===== config.mk =====
export PLATFORM = sky130hd
export DESIGN_NAME = pfswl_meta_mem
export DESIGN_NICKNAME = d
export VERILOG_FILES = /design/src/design/pfswl_pkg.sv /design/src/design/pfswl_meta_mem.sv
export SDC_FILE = /design/constraint.sdc
export NUM_CORES = 2
export LEC_CHECK = 0
export BUFFER_PORTS_ARGS = -buffer_cell sky130_fd_sc_hd__buf_2
export CORE_MARGIN = 1
export CORE_UTILIZATION = 63
export CTS_CLUSTER_SIZE = 30
export DETAILED_ROUTE_END_ITERATION = 12
export PLACE_DENSITY = 0.81
export SYNTH_ARGS = -nofsm -noshare
export SYNTH_HDL_FRONTEND = slang
export SYNTH_SLANG_ARGS = --single-unit

===== constraint.sdc =====
create_clock -name clk -period 2.5 [get_ports clk]
set_input_delay 0.125 -clock clk [delete_from_list [all_inputs] [get_ports clk]]
set_output_delay 0.125 -clock clk [all_outputs]
set_load 0.005 [all_outputs]

===== src/design/pfswl_pkg.sv =====
// ----------------------------------------------------------------------------
// pfswl_pkg
// Shared types and constants for the per-flow sliding window limiter.
// ----------------------------------------------------------------------------
package pfswl_pkg;

    localparam int NUM_FLOWS = 256;
    localparam int LOG_DEPTH = 8;

    localparam int FLOW_W  = 8;
    localparam int TIME_W  = 32;
    localparam int SLOT_W  = $clog2(LOG_DEPTH);
    localparam int FILL_W  = $clog2(LOG_DEPTH + 1);
    localparam int STAMP_AW = FLOW_W + SLOT_W;

    localparam int MAX_W    = 4;
    localparam int WINDOW_W = 16;
    localparam int CFG_DATA_W = 16;
    localparam int CFG_IDX_W  = 1;

    localparam logic [CFG_IDX_W-1:0] CFG_MAX_PER_WINDOW = 1'd0;
    localparam logic [CFG_IDX_W-1:0] CFG_WINDOW_SECONDS = 1'd1;

    localparam logic [MAX_W-1:0]    MAX_RESET    = 4'd5;
    localparam logic [WINDOW_W-1:0] WINDOW_RESET = 16'd60;

    localparam logic [FILL_W-1:0] FILL_FULL = FILL_W'(LOG_DEPTH);

    typedef struct packed {
        logic [FLOW_W-1:0] flow_index;
        logic [TIME_W-1:0] now_seconds;
    } in_item_t;

    typedef struct packed {
        logic              allowed;
        logic [FILL_W-1:0] log_count;
    } out_item_t;

    // per-flow ring pointers
    typedef struct packed {
        logic [SLOT_W-1:0] head;
        logic [FILL_W-1:0] fill;
    } meta_t;

endpackage


===== src/design/pfswl_meta_mem.sv =====
// ----------------------------------------------------------------------------
// pfswl_meta_mem
// Per-flow head/fill store; one read and one write port, registered read.
// Entries not yet written read as an empty log.
// ----------------------------------------------------------------------------
module pfswl_meta_mem
    import pfswl_pkg::*;
(
    input  logic              clk,
    input  logic              rst_n,
    input  logic              rd_en,
    input  logic [FLOW_W-1:0] rd_addr,
    output meta_t             rd_data,
    input  logic              wr_en,
    input  logic [FLOW_W-1:0] wr_addr,
    input  meta_t             wr_data
);

    meta_t                mem [NUM_FLOWS];
    logic [NUM_FLOWS-1:0] written_reg;
    meta_t                rd_mem_reg;
    logic                 rd_valid_reg;

    always_ff @(posedge clk or negedge rst_n)
    begin
        if (!rst_n)
        begin
            written_reg  <= '0;
            rd_valid_reg <= 1'b0;
        end
        else
        begin
            if (wr_en)
            begin
                written_reg[wr_addr] <= 1'b1;
            end
            if (rd_en)
            begin
                rd_valid_reg <= written_reg[rd_addr];
            end
        end
    end

    always_ff @(posedge clk)
    begin
        if (wr_en)
        begin
            mem[wr_addr] <= wr_data;
        end
        if (rd_en)
        begin
            rd_mem_reg <= mem[rd_addr];
        end
    end

    assign rd_data = rd_valid_reg ? rd_mem_reg : '0;

endmodule


# == Yosys cells after proc, flatten, opt, wreduce, memory -nomap -nowiden ==
# Memories as Yosys holds them, arrays and structs flattened. A register that Yosys moved wholly into a read port is not among the register bits.
# Index checks and enable logic that the tools add are counted.
# W data, S select, Z words.
# word_totals
register_bits,257
ram_bits,1792
inputBits,27
mem_count,1
# classes
n_lt_le_gt_ge,3
mux,7
bitwise_logic,1
n_reduce_logical,1
# memory_table
memory,depth,width,rd,rd_ports_with_merged_regs,wr,line,rtl
mem,256,7,1,1,1,pfswl_meta_mem.sv:19,meta_t mem [NUM_FLOWS];
# ops
op,count
$or A256 B256 Y256,1
$lt A8 B9 Y1 const B,2
$bmux W1 S8,1
$demux W1 S8,1
$ge A8 B1 Y1 const B,1
$mux W7,1
$mux W1,4
$logic_and A1 B1 Y1,1

# == Logic depth before layout (Yosys ltp) ==
# depth
ltp_word,5
mapped_depth,11

# == Least setup slack after synthesis ==
# Ideal clock, no wire load.
# synth_path
kind,input to register
startpoint,input rd_addr[1]
endpoint,register rd_mem_reg[0] (netlist name)
arrival_time_ns,2.139
path_slack_ns,0.102
cell_stages,10
n_path_buf,4
cell_sequence,buf_2 -> buf_4 -> clkbuf_1 -> buf_1 -> mux4_2 -> a22oi_1 -> a21oi_1 -> nor4_1 -> o22ai_1 -> or2_1
# synth_lines
item,line,rtl
start: declaration,pfswl_meta_mem.sv:12,"input logic [FLOW_W-1:0] rd_addr,"

==> flow_summary.ini <==
[outcome]
status = complete, but fails checks
violations = setup timing

[drt]
wl_per_cell_um = 33.30
vias = 43780
wirelength_um = 209400
ant_nets = 0
routed_via_density = 6.962
drt-pass1-iter-count = 8
drtIter0Drc = 6858
drcViolationCount = 0

[global_routing]
overflow = 0
grt_max_degree = 101
grt_pass1_wl_um = 304200
gr-usage-met2 = 0.5277
antenna_found_initial = 14
grt_busiest_layer = met2
grt_use_met1 = 0.4500
grt.total_usage = 0.3370
first_global_vias = 44660
gr-usage-met3 = 0.09391

[cts]
cts.sinks = 2056
clk_path_buf_depth = 3
cts_max_level = 4
clk_latency_ps = 850
cts_tree = done
clk_pin_slew_ps = 60
cts_inserted_buffers = 194
cts.root.buffer_cell = clkbuf_16

[synthesis]
synth_seq_cells = 2056
syn_nets = 3907
synth_area_per_cell_um2 = 20.42
synth_area_um2 = 79210
ys_types = 37
yosysSeqAreaShare = 0.7632
syn-instance-count = 3880
yosys_warnings = 0

[timing]
setup_viol = 3
report.final.slew_viol_count = 0
fin_crit_sh = 1.016
timing.fmax_mhz = 393.8
worst_pin_slew_ps = 862.2
post-route-min-period_ps = 2539
slew_headroom = 0.4252
rsz0062_at_grt = true
fin_worst_skew_ps = 23.98
hold_slack_ps = 88.91
hold_viol = 0
final.setup.worst_slack_ps = -39.31

[floorplanning]
num_rows = 129
ios = 34
die_h_um = 356.6
start_util = 0.6374
die_w_um = 356.6
die-area_um2 = 127200
core-area_um2 = 124300

[critical_path]
crit_arrival_ps = 3140
start_kind = register
crit_type = reg2reg
critPathMaxFanout = 1
end_kind = register
worstPathRequired_ps = 3100

[place]
pre_cts_slack_ps = -947.4
portBuffers = 33
post-dp-hpwl_um = 126500
dpl_cell_area_um2 = 85760
gp_congestion = 0.9622

[layout]
area_growth_pct = 17.10
final_nets = 4499
drive_gt1_frac = 0.3755
design_area_um2 = 92760
largest_reg_flops = 1792

[power]
ir_worst_vdd_v = 0.0009470
p_per_area_nw_per_um2 = 774.2
p_leak_nw = 32.19

[min_path]
hold_path.class = in2reg

[run]
cap_violations = 0
==> report_power, final <==
part	total, W	leakage (nW)	switching [W]	internal [W]
Clock	0.0294	3.11	0.0129	0.0165
Combinational	0.00444	9.42	0.00257	0.00187
Sequential	0.0380	19.7	0.000238	0.0378
==> layer usage <==
| metal | wire, um | part of all wire |
|---|---|---|
| met3 | 27070 | 0.13 |
| met4 | 9985 | 0.048 |
| met5 | 115 | 0.00055 |
| met1 | 71650 | 0.34 |
| met2 | 100600 | 0.48 |
==> per-stage QoR <==
step | TNS (ps) | instances | utilization | power [W]
2_1_floorplan | 0 | 3880 | - | 0.04071
3_3_place_gp | -4894 | 5897 | 0.6900 | 0.04264
3_5_place_dp | -5260 | 5897 | 0.6900 | 0.04281
4_1_cts | -22.50 | 6279 | 0.7448 | 0.07186
5_1_grt | -106.3 | 6280 | 0.7462 | 0.07337
6_report | -55.85 | 6289 | 0.7464 | 0.07181
==> cells by family after synthesis <==
| family | after synthesis | share of synthesized area |
|---|---|---|
| AOI/OAI and AO/OA | 389 | 0.03301 |
| buffers and inverters | 232 | 0.01431 |
| DFF | 2056 | 0.7632 |
| muxes | 530 | 0.1463 |
| and+or+nand+nor | 673 | 0.04320 |
==> synthesized netlist by cell type (all sizes together) <==
master | n | area [um^2]
a211oi | 2 | 15.01
nand3b | 2 | 15.01
a2111oi | 1 | 8.760
clkbuf | 140 | 525.5
mux2i | 24 | 240.2
o2111ai | 1 | 8.760
a21oi | 119 | 595.6
and3 | 1 | 6.260
dfrtp | 257 | 6431
a311oi | 3 | 26.28
nand2 | 32 | 120.1
buf | 88 | 593.1
nand2b | 5 | 31.28
edfxtp | 1799 | 54020
nand3 | 29 | 145.1
a31oi | 3 | 18.77
nand4b | 1 | 8.760
or3 | 1 | 6.260
nor3 | 7 | 35.03
a22oi | 229 | 1719
or2 | 266 | 1664
nor2b | 12 | 75.07
nor2 | 267 | 1002
o31ai | 1 | 7.510
o22ai | 19 | 118.9
o221ai | 10 | 87.58
mux2 | 4 | 45.04
inv | 4 | 15.01
o311ai | 1 | 8.760
and2 | 8 | 50.05
nor4 | 29 | 181.4
nand4 | 13 | 81.33
mux4 | 502 | 11310
==> placed cells by master (no fill, tap or decap), types with 24 or more instances in the layout <==
cell | netlist | routed
nand2_1 | 32 | 32
nand3_1 | 29 | 29
mux4_2 | 502 | 502
buf_4 | 19 | 494
or2_2 | 259 | 259
a21oi_1 | 119 | 98
buf_12 | 0 | 81
clkinv_1 | 0 | 32
dfrtp_1 | 257 | 257
edfxtp_1 | 1799 | 1799
clkbuf_8 | 0 | 25
clkbuf_16 | 0 | 196
clkbuf_1 | 140 | 50
a22oi_1 | 229 | 192
nor2_1 | 267 | 265
a22oi_2 | 0 | 37
mux2i_1 | 24 | 24
clkinv_2 | 0 | 36
==> path summary, 6_finish.rpt <==
kind | endpoint | slack (ps) | start | cells after the start
worst max-delay path | rd_mem_reg[5] | -40 | mem[31][5] | 7
worst min-delay path | mem[158][2] | 90 | wr_addr[2] | 4
worst max register to register | rd_mem_reg[5] | -40 | mem[31][5] | 7
worst min register to register | written_reg[190] | 460 | written_reg[190] | 1
max in group asynchronous | written_reg[161] | 1250 | rst_n | 4
min in group asynchronous | written_reg[6] | 460 | rst_n | 3
==> worst max-delay path, cell delays in order, from the launching register on <==
cell and delay, ps:
edfxtp_1 390, mux4_2 520, a22oi_2 260, a21oi_2 130, nor4_4 460, buf_4 200
o22ai_4 100, or2_1 240
==> layout make-up <==
| type | instances | area [um^2] |
|---|---|---|
| sequential | 2056 | 60450 |
| fill | 6366 | 31520 |
| multi-input combinational | 1592 | 18110 |
| timing repair buffer | 624 | 5747 |
| clock buffer | 264 | 5340 |
| tap | 1637 | 2048 |
| clock inverter | 102 | 1026 |
| antenna | 10 | 25.02 |
| inverter | 4 | 15.01 |
==> what timing repair did <==
item                                    CTS  global route
setup buffers                             0             0
hold buffers                             16             0
endpoints found under the setup margin    7             7
resized for setup                        51            36
pin swaps                                15            14
hold endpoints to repair                703             0
Power figures use the tool's default switching activity.
